$ cat config.mk
export PLATFORM = sky130hd
export DESIGN_NAME = gbps_nbr
export DESIGN_NICKNAME = d
export VERILOG_FILES = /design/src/hdl/gbps_pkg.sv /design/src/hdl/gbps_nbr.sv
export SDC_FILE = /design/constraint.sdc
export NUM_CORES = 1
export LEC_CHECK = 0
export ABC_CLOCK_PERIOD_IN_PS = 3400
export BUFFER_PORTS_ARGS = -buffer_cell sky130_fd_sc_hd__buf_2
export CAP_MARGIN = 20
export CORE_UTILIZATION = 52
export DETAILED_ROUTE_END_ITERATION = 7
export GPL_ROUTABILITY_DRIVEN = 1
export PLACE_DENSITY = 0.85
export SYNTH_ARGS = -nofsm -noshare
export SYNTH_HDL_FRONTEND = slang
export SYNTH_SLANG_ARGS = --single-unit
$ cat constraint.sdc
create_clock -name vclk -period 3.4
set_clock_uncertainty 0.1 [all_clocks]
set_input_delay 0.34 -clock vclk [all_inputs]
set_output_delay 0.34 -clock vclk [all_outputs]
set_load 0.01 [all_outputs]
$ cat src/hdl/gbps_pkg.sv
`timescale 1ns / 1ps
// ----------------------------------------------------------------------------
// Grid BFS path search package
// Codes, defaults and shared types of the grid path search block.
// ----------------------------------------------------------------------------
package gbps_pkg;

   // Default grid store size.
   localparam int MAX_ROWS_DEF = 64;
   localparam int MAX_COLS_DEF = 64;

   // Width used for coordinate and dimension compares.
   localparam int CMP_W = 10;

   // Request operations.
   localparam logic [1:0] OP_WRITE  = 2'd0;
   localparam logic [1:0] OP_SEARCH = 2'd1;
   localparam logic [1:0] OP_READ   = 2'd2;
   localparam logic [1:0] OP_NONE   = 2'd3;

   // Response status codes.
   localparam logic [1:0] STATUS_DONE   = 2'd0;
   localparam logic [1:0] STATUS_FOUND  = 2'd1;
   localparam logic [1:0] STATUS_NOPATH = 2'd2;
   localparam logic [1:0] STATUS_RANGE  = 2'd3;

   // Register indexes.
   localparam logic [2:0] REG_GRID_ROWS = 3'd0;
   localparam logic [2:0] REG_GRID_COLS = 3'd1;
   localparam logic [2:0] REG_START_ROW = 3'd2;
   localparam logic [2:0] REG_START_COL = 3'd3;
   localparam logic [2:0] REG_GOAL_ROW  = 3'd4;
   localparam logic [2:0] REG_GOAL_COL  = 3'd5;

   // Register reset values.
   localparam logic [6:0] GRID_ROWS_RST = 7'd64;
   localparam logic [6:0] GRID_COLS_RST = 7'd64;
   localparam logic [5:0] START_ROW_RST = 6'd2;
   localparam logic [5:0] START_COL_RST = 6'd2;
   localparam logic [5:0] GOAL_ROW_RST  = 6'd7;
   localparam logic [5:0] GOAL_COL_RST  = 6'd2;

   // Neighbor expansion order.
   localparam logic [1:0] DIR_UP    = 2'd0;
   localparam logic [1:0] DIR_DOWN  = 2'd1;
   localparam logic [1:0] DIR_RIGHT = 2'd2;
   localparam logic [1:0] DIR_LEFT  = 2'd3;

   // Neighbor classification from the neighbor unit.
   typedef struct packed {
      logic in_grid;
      logic is_goal;
   } nbr_flags_type;

endpackage

$ cat src/hdl/gbps_nbr.sv
`timescale 1ns / 1ps
// ----------------------------------------------------------------------------
// Grid BFS neighbor unit
// Steps one cell in a direction, checks the grid bounds and the goal, and
// forms the cell store index of the neighbor.
// ----------------------------------------------------------------------------
module gbps_nbr #(
   parameter int RW       = 6,
   parameter int CW       = 6,
   parameter int IW       = 12,
   parameter int MAX_COLS = 64
) (
   input  logic [RW-1:0]               row,
   input  logic [CW-1:0]               col,
   input  logic [1:0]                  dir,
   input  logic [RW:0]                 rows,
   input  logic [CW:0]                 cols,
   input  logic [5:0]                  goal_row,
   input  logic [5:0]                  goal_col,
   output logic [RW-1:0]               nbr_row,
   output logic [CW-1:0]               nbr_col,
   output logic [IW-1:0]               nbr_idx,
   output gbps_pkg::nbr_flags_type     flags
);

   logic [RW:0] row_ext;
   logic [CW:0] col_ext;
   logic        step_ok;

   // Step and bounds check.
   always_comb begin
      row_ext = {1'b0, row};
      col_ext = {1'b0, col};
      step_ok = 1'b1;
      unique case (dir)
         gbps_pkg::DIR_UP: begin
            if (row == '0) step_ok = 1'b0;
            row_ext = row_ext - (RW+1)'(1);
         end
         gbps_pkg::DIR_DOWN: begin
            row_ext = row_ext + (RW+1)'(1);
         end
         gbps_pkg::DIR_RIGHT: begin
            col_ext = col_ext + (CW+1)'(1);
         end
         gbps_pkg::DIR_LEFT: begin
            if (col == '0) step_ok = 1'b0;
            col_ext = col_ext - (CW+1)'(1);
         end
         default: begin
            step_ok = 1'b0;
         end
      endcase
      flags.in_grid = step_ok && (row_ext < rows) && (col_ext < cols);
      flags.is_goal = (gbps_pkg::CMP_W'(row_ext) == gbps_pkg::CMP_W'(goal_row)) &&
                      (gbps_pkg::CMP_W'(col_ext) == gbps_pkg::CMP_W'(goal_col));
   end

   assign nbr_row = row_ext[RW-1:0];
   assign nbr_col = col_ext[CW-1:0];

   // Row-major cell index.
   assign nbr_idx = IW'(nbr_row) * IW'(MAX_COLS) + IW'(nbr_col);

endmodule

== After elaboration in Yosys (flattened, before gate mapping) ==
Cells that the tools add are included.
Storage, ports and cells
  flip-flop bits (word level): 0
  input port bits: 40
  output and inout bits: 26
  word-level logic and storage cells: 23
Operators by class
  mux-type cells: 5
  equality and inequality tests: 5
  reduce and logical (&&, ||, !) cells: 6
  order comparisons: 2
  $add $sub $neg: 5
Operator list (count)
  7-bit one-hot mux with 2 select lines: 2
  6-bit by 1-bit adder with 7-bit output (second input constant): 2
  7-bit by 6-bit equality test with 1-bit output: 2
  7-bit < comparator: 2
  6-bit by 1-bit subtractor with 7-bit output (second input constant): 2
  12-bit by 6-bit adder with 12-bit output: 1
  6-bit zero test: 2
  2-bit equality test (second input constant): 2
  1-bit logical AND: 3
  2-bit by 1-bit equality test with 1-bit output (second input constant): 1
  2-bit zero test: 1
  1-bit two-way mux: 2
  1-bit one-hot mux with 2 select lines: 1

== Longest topological paths before layout ==
  depth after elaboration: 5
  gate-level depth with buffers: 14
  mapped depth without buffers: 13

== Worst setup path after synthesis ==
OpenSTA, ideal clock, no wires.
  path type: input to output
  start: in dir[0]
  end: out flags[1] (netlist name)
  arrival time: 3065 ps
  setup slack: -105 ps
  stages on the path: 13
  buffers on the path: 2
  data required time: 2960 ps
  cell sequence: ha_1 -> buf_2 -> clkbuf_1 -> xor2_1 -> ha_1 -> a21oi_2 -> o21ai_0 -> xor2_1 -> ha_1 -> a21boi_0 -> o31ai_1 -> a21oi_1 -> a311oi_1
RTL lines
  start: declaration: line gbps_nbr.sv:15  | input logic [1:0] dir,
  end: declaration: line gbps_nbr.sv:23  | output gbps_pkg::nbr_flags_type flags

==> run_results.csv <==
group,metric,value,unit
synthesis,synth_cells,215,
global_routing,overflow,0,
synthesis,synth-seq-area-share,0,
final_layout,seq_area,0,um^2
final_layout,drive_gt1_frac,0.485,
die,fp.dieH,57.8,um
synthesis,yosys.area_share.adder,0.198,
critical_path,cp.arrival,2960,ps
synthesis,syn_area_per_cell,7.52,um^2
worst_hold_path,hp-class,"input port to output port",
placed_design,dp_hpwl,3600,um
final_layout,finalInstanceArea,2290,um^2
power,power_frac_comb,1.000,
power,p_switching,220,uW
global_routing,grt_pass1_wl,7650,um
die,die_x,57.8,um
critical_path,cp_common_cell,"buf_2",
final_layout,n_antenna_cell,0,
final_layout,layout_common_cells,"66 x buf_2, 38 x buf_4, 19 x inv_1",
critical_path,path_cells,"buf_2 > inv_2 > ha_4 > buf_4 > fa_1 > and3b_4 > or2_1 > a31oi_1 > mux2i_1 > ha_1 > a2111o_1 > a311oi_2 > buf_2",
sta,hold_viol_final,0,
routing,drc,5,
routing,drt_first_pass_iters,6,
final_layout,syn2layout_area_growth,41.6,%
final_layout,nNetsFinal,366,
power,pwr-share-seq,0,
sta,setup_viol,0,
routing,drt_wl_total,4930,um
final_layout,clockBufferCount,0,
synthesis,syn_nets,280,
sta,tns,0,ps
die,rows,19,
placed_design,placed_area,2080,um^2
die,start_util,0.567,
global_routing,grt_max_degree,20,
global_routing,grt_pass1_vias,1747,
critical_path,crit_path_max_incr_delay,380,ps
final_layout,seq_cell_count,0,
power,p_int,215,uW
die,ioPinCount,66,
critical_path,worst_path_max_delay_cell,"a2111o_1",
global_routing,grt_usage,0.285,
critical_path,critPathBufInv,4,
power,p_leak,0.00115,uW
critical_path,critPathLaunchType,"input port",
clock_network,hold_buffers,0,
critical_path,required,2960,ps
sta,rsz0062_at_grt,"true",
run_status,run_status,"complete, but fails checks",
synthesis,synth_xor_area_frac,0.133,
critical_path,crit_fanout,6,
synthesis,synth_top_family_by_area,"compound AO/OA/AOI/OAI gates",
power,clock_power_share,0,
synthesis,synthSimpleGateAreaFrac,0.241,
final_layout,final_common_cell,"buf_2",
sta,worstMarginPinSlew,395,ps
power,cellPowerDensity,190,nW/um^2
placed_design,gp_congestion,0.896,
synthesis,ys_types,62,
routing,ant_nets,0,
final_layout,final_cells,330,
global_routing,antenna_found_initial,0,
synthesis,synthMuxAreaShare,0.0132,
die,core,2850,um^2
flow_run,cap_violations,0,
sta,holdWs,997,ps
run_status,violations,"design-rule violations",
critical_path,path_class,"input port to output port",
die,dieArea,3340,um^2
routing,avgViaCountPerCell,5.84,
synthesis,synth_area,1620,um^2
critical_path,worstSetupEndpointType,"output port",
power,peakVddDrop,0.000108,V
final_layout,fin_util,0.803,
placed_design,dp.cells,319,
sta,fmax,294,MHz
synthesis,synth_compound_area_frac,0.274,
power,power_switching_share,0.506,
placed_design,port_buffers,66,
routing,vias,1928,
routing,drt-initial-drc-count,241,
sta,fin_crit_sh,0.999,
sta,maxSlewHeadroom,0.734,
critical_path,cp_top_family,"adder cells",
sta,drv_slew,0,
sta,layout_min_cycle_time,3400,ps
synthesis,ys.warnings.count,0,
routing,wl_per_cell,15.0,um
[per-stage QoR]
stage | power (uW) | setup WS, ps
6_report | 435 | 2.74
5_1_grt | 473 | -104
4_1_cts | 418 | 1.84
3_5_place_dp | 381 | -128
3_3_place_gp | 374 | -117
2_1_floorplan | 258 | 20.3
[layer usage]
layer | GRT usage | vias up | wire [um]
met4 | 0.0680 | 0 | 149
met3 | 0.00893 | 16 | 223
li1 | - | 930 | -
met5 | 0 | - | 0
met1 | 0.345 | 890 | 2020
met2 | 0.551 | 92 | 2540
[worst paths after layout]
check,from,endpoint,slack (ps),cells after the start
setup / recovery,dir[1],flags[1],3,13
hold / removal,goal_col[4],flags[0],1000,5
[power groups by stage]
stage / clock [uW] / sequential (uW) / combinational (uW)
2_1_floorplan: 0 / 0 / 258
3_3_place_gp: 0 / 0 / 374
3_5_place_dp: 0 / 0 / 381
4_1_cts: 0 / 0 / 418
5_1_grt: 0 / 0 / 473
6_report: 0 / 0 / 435
[cell families after synthesis]
family                     Yosys count
and+or+nand+nor                     63
AOI/OAI and AO/OA                   60
buffers and inverters               44
adders and majority gates           25
xor gates and xnor gates            21
muxes                                2
[tightest hold or removal path: cells and delay by family]
family	cells	cell delay, ps
buffers and inverters	2	210
xor gates and xnor gates	1	70
and+or+nand+nor	2	140
[synth_stat cells, drive strengths merged (2+ instances only)]
| cell type | count | share of area |
|---|---|---|
| o2111ai | 2 | 0.011 |
| a31oi | 2 | 0.0077 |
| o22ai | 2 | 0.0077 |
| buf | 18 | 0.080 |
| a211oi | 5 | 0.026 |
| nand3 | 3 | 0.0093 |
| and2 | 2 | 0.0077 |
| clkbuf | 4 | 0.0093 |
| o21ai | 9 | 0.028 |
| nor4 | 2 | 0.012 |
| xnor2 | 10 | 0.054 |
| o32ai | 2 | 0.011 |
| inv | 22 | 0.051 |
| and3b | 3 | 0.019 |
| a21oi | 12 | 0.039 |
| nor2 | 11 | 0.026 |
| nand4b | 3 | 0.016 |
| a21o | 6 | 0.028 |
| o31ai | 4 | 0.019 |
| ha | 24 | 0.19 |
| nand2b | 8 | 0.031 |
| or2 | 3 | 0.012 |
| nor3 | 5 | 0.015 |
| xor2 | 9 | 0.049 |
| nand2 | 9 | 0.021 |
| a21boi | 3 | 0.014 |
| o21a | 3 | 0.014 |
| nand3b | 4 | 0.019 |
| or3b | 3 | 0.016 |
[final cells by class]
type / count / area (um^2)
Timing Repair Buffer: 106 / 638
Inverter: 22 / 82.6
Tap cell: 31 / 38.8
Multi-Input combinational cell: 171 / 1530
Fill cell: 201 / 563
[what timing repair did]
action,in CTS,in global routing
resized for setup,23,11
setup buffers,10,1
endpoints found under the setup margin,1,2
pin swaps,19,11
Note: power is estimated with default switching activity, not from simulation.
