[src/hdl/gbps_ram.sv]
`timescale 1ns / 1ps
// ----------------------------------------------------------------------------
// Generic RAM
// One write port and one read port with registered, enabled read data.
// ----------------------------------------------------------------------------
module gbps_ram #(
   parameter int WIDTH = 8,
   parameter int DEPTH = 16
) (
   input  logic                     clock,
   input  logic                     we,
   input  logic [$clog2(DEPTH)-1:0] waddr,
   input  logic [WIDTH-1:0]         wdata,
   input  logic                     re,
   input  logic [$clog2(DEPTH)-1:0] raddr,
   output logic [WIDTH-1:0]         rdata
);

   logic [WIDTH-1:0] mem [DEPTH];

   // Write port and registered read port.
   always_ff @(posedge clock) begin
      if (we) begin
         mem[waddr] <= wdata;
      end
      if (re) begin
         rdata <= mem[raddr];
      end
   end

endmodule

[config.mk]
export PLATFORM = sky130hd
export DESIGN_NAME = gbps_ram
export DESIGN_NICKNAME = d
export VERILOG_FILES = /design/src/hdl/gbps_ram.sv
export SDC_FILE = /design/constraint.sdc
export NUM_CORES = 1
export LEC_CHECK = 0
export BUFFER_PORTS_ARGS = -buffer_cell sky130_fd_sc_hd__buf_2
export CELL_PAD_IN_SITES_DETAIL_PLACEMENT = 1
export CELL_PAD_IN_SITES_GLOBAL_PLACEMENT = 1
export CORE_MARGIN = 8
export CORE_UTILIZATION = 45
export DETAILED_ROUTE_END_ITERATION = 7
export PLACE_DENSITY = 0.65
export SLEW_MARGIN = 30
export SYNTH_ARGS = -nofsm -noshare
export SYNTH_HDL_FRONTEND = slang
export SYNTH_SLANG_ARGS = --single-unit
[constraint.sdc]
create_clock -name clock -period 2.8 [get_ports clock]
set_clock_uncertainty 0.1 [all_clocks]
set_input_delay 0.7 -clock clock [delete_from_list [all_inputs] [get_ports clock]]
set_output_delay 0.7 -clock clock [all_outputs]
set_load 0.01 [all_outputs]
======== Yosys cells after proc, flatten, opt, wreduce, memory -nomap -nowiden ========
Memories as Yosys holds them, arrays and structs flattened. A register that Yosys moved wholly into a read port is not among the register bits.
Cells that the tools add are included.
cells by class
  mux-type cells .......................... 2
operators by type and width
  kind              number
  1-bit 2-to-1 mux  2
word-level totals
  bits in registers ....................... 0
  RAM bits ................................ 128
  output and inout port bits .............. 8
  memories kept ........................... 1
memories
  memory  words  bits a word  rd ports  clocked after Yosys merged registers in  wr ports  line  source
  mem     16     8            1         1                                        1         19    logic [WIDTH-1:0] mem [DEPTH];

======== Longest topological paths before layout ========
Gate-level depths: netlist of the first run.
  word-level depth ........................ 2
  depth in mapped cells ................... 5
  depth with buffers taken out ............ 3

======== Worst setup path before layout of the first run ========
Ideal clock, no wire load.
  path kind ............................... in2reg
  start point ............................. input port waddr[2]
  end point ............................... memory mem[0][0] (enable)
  library setup time ...................... 383 ps
  arrival time ............................ 1810 ps
  path slack .............................. 507 ps
  stages .................................. 2
  buffers on the path ..................... 0
  path through ............................ or3b_2 > nor3_1
RTL lines
  what         line  source
  from (decl)  12    input logic [$clog2(DEPTH)-1:0] waddr,
  to (decl)    19
No word-level cell before the write port.

==> results of run 1 <==
## routing by layer
metal,vias to the layer above,wire [µm],track usage,part of all wire
met1,1271,4720,0.196,0.44
met3,9,487,0.0458,0.045
met5,-,0,0,0
met2,55,5440,0.250,0.51
met4,0,103,0.0609,0.0096
li1,1089,-,-,-
## cell families after synthesis
family	Yosys count	synth area share
buffers and inverters	10	0.0165
AND/OR/NAND/NOR	35	0.0314
AO/OA/AOI/OAI	16	0.0230
flip-flops	136	0.781
multiplexers	32	0.148
## final cells by class
| type | count | share of cell area |
|---|---|---|
| Sequential cell | 136 | 0.653 |
| Clock inverter | 11 | 0.0284 |
| Multi-Input combinational cell | 83 | 0.169 |
| Clock buffer | 21 | 0.0704 |
| Tap cell | 143 | 0.0286 |
| Timing Repair Buffer | 46 | 0.0508 |
## where the power goes
group / internal (µW) / switching [µW] / total [µW]
registers: 2300 / 11.3 / 2310
logic: 92.7 / 129 / 222
clock network: 1570 / 756 / 2320
## final timing paths
kind / depth (start not counted) / start / to
min: 1 / re / rdata[0]
min reg2reg: 3 / mem[4][0] / rdata[0]
max reg2reg: 3 / mem[4][6] / rdata[6]
max: 5 / raddr[0] / rdata[5]
## stage by stage
step / instance area [µm²] / std cells / total power [µW] / worst slack [ns] / utilization
detailed placement: 5640 / 408 / 2570 / 0.338 / 0.496
global placement: 5640 / 408 / 2570 / 0.347 / 0.496
finish: 6260 / 440 / 4850 / 0.807 / 0.550
CTS: 6260 / 440 / 4890 / 0.774 / 0.550
global route: 6260 / 440 / 4990 / 0.730 / 0.550
floorplan: 5230 / 229 / 2470 / 0.507 / -
## synthesized netlist by cell type
library cell / n
a22oi_1: 16
nand3b_1: 2
edfxtp_1: 136
and2b_1: 1
clkdlybuf4s25_2: 3
nor2_1: 13
nor2b_1: 1
or3b_2: 1
nand2_1: 9
nor3_1: 4
nand2b_1: 2
buf_4: 1
buf_6: 3
mux4_2: 18
mux4_1: 14
and2_1: 1
buf_2: 3
nand3_1: 1
## layout by cell type (no fill, tap or decap)
master and count:
a22oi_1 16, clkbuf_1 4, nand3_1 1, nor2_1 13, buf_4 17, nand2_1 9, clkinv_2 4, nor2b_1 1
clkinv_1 2, nor3_1 4, bufinv_16 5, and2b_1 1, mux4_1 14, clkbuf_16 17, buf_12 3, edfxtp_1 136
buf_2 26, mux4_2 18, nand3b_1 2, nand2b_1 2, or3b_2 1, and2_1 1
## sequential cells by signal, summed over array words and instances (netlist names)
signal  cells
rdata       8
mem       128
## critical path, delay by kind of cell
family                 cells  cell delay (ns)
multiplexers               1             0.58
AND/OR/NAND/NOR            1             0.09
AO/OA/AOI/OAI              1             0.32
buffers and inverters      2             0.35
==> results.json, run 1 <==
{
  "outcome": "finished, final reports clean",
  "leakagePower_uw": 0.00213,
  "hold_ws_ns": 0.572,
  "slowest_delay_ns": 0.58,
  "reg2reg_slack_ns": 1.10,
  "gp_congestion": 0.710,
  "netlist.area_leader.share": 0.781,
  "finalCriticalPeriod_ns": 1.99,
  "clock_path_buffers": 2,
  "cts_hold_buffers": 0,
  "vias_per_cell": 5.51,
  "timing.slew.headroom": 0.494,
  "critPathLaunchType": "input pin",
  "final_layout_size_suffix_gt1_frac": 0.306,
  "hp-class": "input pin to register",
  "die_height_um": 124,
  "syn_area_per_cell_um2": 22.8,
  "synthTopCellsByArea": "edfxtp_1 (78%), mux4_2 (7.8%), mux4_1 (7.0%)",
  "cts_buffers": 17,
  "drv_slew": 0,
  "maxCapViolations": 0,
  "synthCells": 229,
  "cp.arrival_ns": 2.04,
  "gr-total-overflow": 0,
  "worstPathCellList": "buf_2 > buf_12 > mux4_1 > a22oi_1 > nand2_1",
  "fmax_mhz": 502,
  "grt_pass1_vias": 2667,
  "setup_violations": 0,
  "io_pins": 27,
  "root_buffer": "clkbuf_16",
  "ir_drop_uv": 453,
  "worst_slew_pin_slew_ns": 0.758,
  "rsz0062_at_grt": "false",
  "die_w_um": 124,
  "nFillCells": 989,
  "antenna_found_initial": 0,
  "hold_violations": 0,
  "path_clk_slew_ns": 0.05,
  "critPathCaptureType": "register",
  "rows": 39,
  "tritoncts": "built",
  "multiInputGateArea_mm2": 0.00106,
  "io_buffers": 26,
  "core_area_mm2": 0.0114,
  "dieArea_mm2": 0.0153,
  "cts_resized": 0,
  "drt_iter0_markers": 191,
  "start_util": 0.460,
  "detail_route.first_pass.iterations": 4,
  "yosysSeqAreaShare": 0.781,
  "synth_nets": 248,
  "route.detailed.drc": 0,
  "antenna_left": 0,
  "cts_sinks": 136,
  "synth_cell_type_count": 18,
  "ys_warn_count": 0,
  "syn_area_mm2": 0.00523,
  "ys_ff_latch": 136,
  "post-cts-setup-buffers": 0,
  "grt_first_pass_wirelength_mm": 16.4,
  "num-nets-final": 303,
  "clk_latency_ns": 0.40,
  "vias": 2424,
  "synth_top_cell_by_area": "edfxtp_1",
  "area_delta_synth_final_pct": 19.7,
  "regArea_mm2": 0.00408,
  "cpMaxStageDelayCell": "mux4_1",
  "cp.required_ns": 2.85,
  "wirelength_mm": 10.7,
  "setup.worst_path.class": "input pin to register",
  "track_usage": 0.156,
  "fin_crit_sh": 0.712,
  "dpl.hpwl_mm": 6.92,
  "setup_tns_ns": 0,
  "grt_max_degree": 33,
  "post_drt_wl_per_cell_um": 24.4,
  "h-tree-depth": 4,
  "p_per_area_mw_per_mm2": 775,
  "critPathMaxFanout": 21,
  "antenna_cells": 0
}
Note: power is estimated with default switching activity, not from simulation.
==> inputs of run 2 (changes only) <==
- ABC_AREA: unset -> 1
- CORE_UTILIZATION: 45 -> 44
- PLACE_DENSITY: 0.65 -> 0.72
- clock period: 2.8 -> 1.7 ns (I/O delays scaled with it)
==> run 2 against run 1 <==
Final cell count grew 79%. Die area grew 12%. Combinational power grew 120%. Global-route usage grew 2.8 points. Highest routed layer unchanged.
==> results.json, run 2 <==
{
  "largest_reg_flops": 128,
  "outcome": "finished, final reports clean",
  "hp-class": "input pin to register",
  "critPathLaunchType": "register",
  "gp_congestion": 0.789,
  "hold_violations": 0,
  "biggestRegsByFlops": "mem: 128 flops, rdata: 8 flops",
  "drt_iter0_markers": 268,
  "tritoncts": "built",
  "p_per_area_mw_per_mm2": 1090,
  "fmax_mhz": 657,
  "final-instance-count-excl-fill": 788,
  "placed_area_mm2": 0.00629,
  "timing.slew.headroom": 0.580,
  "drv_slew": 0,
  "track_usage": 0.183,
  "critPathCaptureType": "output port",
  "core_area_mm2": 0.0131,
  "detail_route.first_pass.iterations": 5,
  "dp.cells": 759,
  "critPathMaxFanout": 1,
  "setup_violations": 0,
  "io_pins": 27,
  "synthTopCellsByArea": "edfxtp_1 (70%), nand2_1 (11%), nand3_1 (8.3%)",
  "setup_ws_ns": 0.179,
  "antenna_found_initial": 0,
  "synth_ff_type": "edfxtp_1",
  "rsz0062_at_grt": "false",
  "maxCapViolations": 0,
  "gr-total-overflow": 0,
  "worst_slew_pin_slew_ns": 0.629,
  "cts_hold_buffers": 0,
  "io_buffers": 26,
  "netlist.area_leader.share": 0.698,
  "grt_first_pass_wirelength_mm": 24.2,
  "nFillCells": 1428,
  "cts_resized": 0,
  "synthArstFlopShare": 0,
  "vias": 3952,
  "cp_top_family": "flip-flops",
  "setup.worst_path.class": "register to output port",
  "rows": 42,
  "syn_area_mm2": 0.00585,
  "synth_cell_type_count": 11,
  "die_height_um": 131,
  "cp_num_buf_inv": 1,
  "fin_crit_sh": 0.895,
  "vias_per_cell": 5.02,
  "synth_top_cell_by_area": "edfxtp_1",
  "finalPower_uw": 7350,
  "clk_latency_ns": 0.42,
  "area_delta_synth_final_pct": 15.8,
  "syn_area_per_cell_um2": 10.6,
  "leakagePower_uw": 0.00293,
  "dp_slack_ns": -0.129,
  "yosysSeqAreaShare": 0.698,
  "num-nets-final": 621,
  "post_drt_wl_per_cell_um": 19.3,
  "worstPathCellList": "buf_2",
  "root_buffer": "clkbuf_16",
  "wirelength_mm": 15.2,
  "yosysMostFrequentCell": "nand2_1",
  "route.detailed.drc": 0,
  "antenna_cells": 0,
  "synth_common_cells": "nand2_1 (173), edfxtp_1 (136), inv_1 (100)",
  "synth_nets": 570,
  "h-tree-depth": 4,
  "slowest_delay_ns": 0.42,
  "final_layout_size_suffix_gt1_frac": 0.127,
  "ir_drop_uv": 644,
  "die_w_um": 131,
  "finalCriticalPeriod_ns": 1.52,
  "grt_max_degree": 60,
  "cpMaxStageDelayCell": "edfxtp_1",
  "hold_ws_ns": 0.284,
  "final_cell_mix": "nand2_1 (173), edfxtp_1 (136), inv_1 (100)",
  "synthCells": 551,
  "post-cts-setup-buffers": 0,
  "cts_buffers": 17,
  "path_clk_slew_ns": 0.05,
  "cp.required_ns": 1.17,
  "dpl.hpwl_mm": 9.80,
  "regMostFlops": "mem",
  "antenna_left": 0,
  "final_common_cell": "nand2_1",
  "clock_path_buffers": 2,
  "synth_edf_count": 136,
  "dieArea_mm2": 0.0172,
  "grt_pass1_vias": 4285,
  "start_util": 0.447,
  "ys_ff_latch": 136,
  "cts_sinks": 136,
  "design_area_mm2": 0.00677,
  "cp.arrival_ns": 1.00,
  "ys_warn_count": 0
}
run 2: cell count changes after synthesis, sizes merged:
cell,change
nor2b,-1
mux4,-32
inv,+102
clkdlybuf4s25,-3
nand2,+164
buf,+17
and2,-1
nand3,+96
nor2,+4
nand2b,-2
or3b,-1
and2b,-1
nor3,-4
a22oi,-16
run 2: cell type report:
type | count | area (µm²) | share of cell area
Clock inverter | 9 | 37.5 | 0.00555
Timing Repair Buffer | 56 | 393 | 0.0581
Clock buffer | 20 | 437 | 0.0645
Tap cell | 176 | 220 | 0.0325
Multi-Input combinational cell | 289 | 1210 | 0.179
Sequential cell | 136 | 4080 | 0.603
Inverter | 102 | 383 | 0.0566
run 2: worst paths after layout:
path / endpoint / slack, ns / depth (start not counted) / startpoint
setup / recovery: rdata[1] / 0.18 / 1 / rdata[1]
hold / removal: rdata[3] / 0.28 / 1 / re
setup reg to reg: rdata[5] / 0.42 / 6 / mem[5][5]
hold reg to reg: rdata[1] / 0.66 / 6 / mem[12][1]
run 2: through the flow:
| step | TNS [ns] | utilization |
|---|---|---|
| finish | 0 | 0.517 |
| global route | 0 | 0.517 |
| CTS | 0 | 0.517 |
| detailed placement | -0.707 | 0.481 |
| global placement | -0.584 | 0.481 |
| floorplan | 0 | - |
run 2: metal layers:
layer  share of wire  routed length, µm  up-vias  track usage
met5               0                  0        -            0
met4           0.012                187        0       0.0651
met1            0.45               6850     1960        0.240
met3           0.046                706       11       0.0320
li1                -                  -     1882            -
met2            0.49               7460       99        0.301
run 2: kinds of logic (layout without fill, tap and decap cells):
family / after synthesis / count (layout) / share of synthesized area
simple gates: 289 / 289 / 0.208
flops: 136 / 136 / 0.698
buf+inv: 126 / 187 / 0.0939
run 2: power by group:
part / internal (µW) / switching, µW
Clock: 1790 / 1250
Sequential: 3780 / 23.5
Combinational: 150 / 349
Total: 5720 / 1630
==> inputs of run 3 (changes only) <==
--- a/config.mk
+++ b/config.mk
@@ -11,2 +11,3 @@
 export CELL_PAD_IN_SITES_GLOBAL_PLACEMENT = 1
+export CORE_ASPECT_RATIO = 0.7
 export CORE_MARGIN = 8
==> constraint.sdc (replaced) <==
create_clock -name clock -period 1.7 [get_ports clock]
set_clock_uncertainty 0.1 [all_clocks]
set_input_delay 0.085 -clock clock [delete_from_list [all_inputs] [get_ports clock]]
set_output_delay 0.085 -clock clock [all_outputs]
set_load 0.01 [all_outputs]
==> run 3 against run 2 <==
Fmax is 20% higher. Register-to-register slack about the same. Non-clock buffer count did not move. Largest cell class unchanged. Combinational power decreased by 2%.
==> results.json, run 3 (synthesized netlist as in run 2, its figures left out) <==
{
  "setup_ws_ns": 0.430,
  "io_pins": 27,
  "rows": 35,
  "final_common_cell": "nand2_1",
  "largest_reg_flops": 128,
  "dieArea_mm2": 0.0173,
  "start_util": 0.448,
  "gr-max-usage-layer": "met2",
  "post_drt_wl_per_cell_um": 20.0,
  "tritoncts": "built",
  "track_usage": 0.189,
  "detail_route.first_pass.iterations": 4,
  "critPathLaunchType": "register",
  "p_per_area_mw_per_mm2": 1120,
  "grt_pass1_vias": 4209,
  "core_area_mm2": 0.0131,
  "met3_usage": 0.0476,
  "clk_latency_ns": 0.42,
  "dp_slack_ns": 0.249,
  "grt_first_pass_wirelength_mm": 24.4,
  "timing.slew.headroom": 0.558,
  "setup_violations": 0,
  "antenna_cells": 0,
  "setup_tns_ns": 0,
  "ir_drop_uv": 686,
  "area_delta_synth_final_pct": 16.4,
  "multiInputGateArea_mm2": 0.00121,
  "leakagePower_uw": 0.00293,
  "rsz0062_at_grt": "false",
  "vias": 4019,
  "final_cell_mix": "nand2_1 (173), edfxtp_1 (136), inv_1 (100)",
  "met2_usage": 0.289,
  "cts_buffers": 17,
  "antenna_left": 0,
  "vias_per_cell": 5.15,
  "drt_iter0_markers": 365,
  "path_clk_slew_ns": 0.06,
  "final_layout_size_suffix_gt1_frac": 0.121,
  "gp_congestion": 0.807,
  "antenna_found_initial": 0,
  "gr-total-overflow": 0,
  "die_height_um": 112,
  "hold_violations": 0,
  "use_met1": 0.261,
  "regMostFlops": "mem",
  "finalPower_uw": 7610,
  "drv_slew": 0,
  "die_w_um": 154,
  "io_buffers": 26,
  "dpl.hpwl_mm": 10.0,
  "hp-class": "input pin to register",
  "outcome": "finished, final reports clean",
  "grt_max_degree": 65,
  "maxCapViolations": 0,
  "wirelength_mm": 15.6,
  "critPathMaxFanout": 1,
  "clock_path_buffers": 2,
  "worst_slew_pin_slew_ns": 0.661,
  "nFillCells": 1427,
  "finalCriticalPeriod_ns": 1.27,
  "critPathCaptureType": "register",
  "biggestRegsByFlops": "mem: 128 flops, rdata: 8 flops",
  "cp.arrival_ns": 1.34,
  "root_buffer": "clkbuf_16",
  "cts_sinks": 136,
  "fmax_mhz": 788,
  "cp.required_ns": 1.77,
  "setup.worst_path.class": "register to register",
  "utilization": 0.521,
  "route.detailed.drc": 0,
  "fin_crit_sh": 0.747,
  "h-tree-depth": 4,
  "regArea_mm2": 0.00408,
  "num-nets-final": 621
}
## run 3: cell count changes in the layout (fill, tap and decap cells not counted), sizes merged
cell | previous run | this run
dlygate4sd3 | 0 | 7
buf | 56 | 49
clkbuf | 20 | 18
bufinv | 0 | 1
clkinvlp | 0 | 3
## run 3: layout make-up
cell class | instances | share of cell area
multi-input combinational | 289 | 0.178
clock inverter | 13 | 0.0131
clock buffer | 18 | 0.0631
sequential | 136 | 0.600
tap | 166 | 0.0305
inverter | 102 | 0.0563
timing repair buffer | 56 | 0.0585
## run 3: final timing paths
check	end	slack, ns	from	cells after the start
max	rdata[7]	0.43	mem[1][7]	6
min	mem[4][0]	0.02	wdata[0]	1
max reg2reg	rdata[7]	0.43	mem[1][7]	6
min reg2reg	rdata[1]	0.64	mem[3][1]	6
## run 3: report_power, final
part	total [µW]	internal, µW	switching (µW)
Sequential	3810	3780	25.7
Clock	3310	1960	1360
Combinational	489	147	342
Total	7610	5880	1730
## run 3: what timing repair did
action,CTS,global route
hold endpoints to repair,85,0
setup buffers,0,0
resized for setup,0,0
hold buffers,7,0
## run 3: routing by layer
metal	vias up	share of wire
met2	81	0.45
met4	0	0.0096
met1	2042	0.49
met5	-	0
met3	13	0.042
li1	1883	-
## run 3: per-stage QoR
step	hold WS (ns)	area, µm²	instances
after floorplan	0.0839	5850	551
after global placement	0.371	6220	742
after detailed placement	0.383	6220	742
after CTS	0.0106	6800	780
after global routing	0.00171	6800	780
final	0.0173	6800	780
## run 3: critical path: stages, from the launching register on
cell	delay [ns]
edfxtp_1	0.36
inv_1	0.08
nand2_1	0.07
nand3_1	0.11
nand3_1	0.10
nand3_1	0.12
nand2_1	0.07
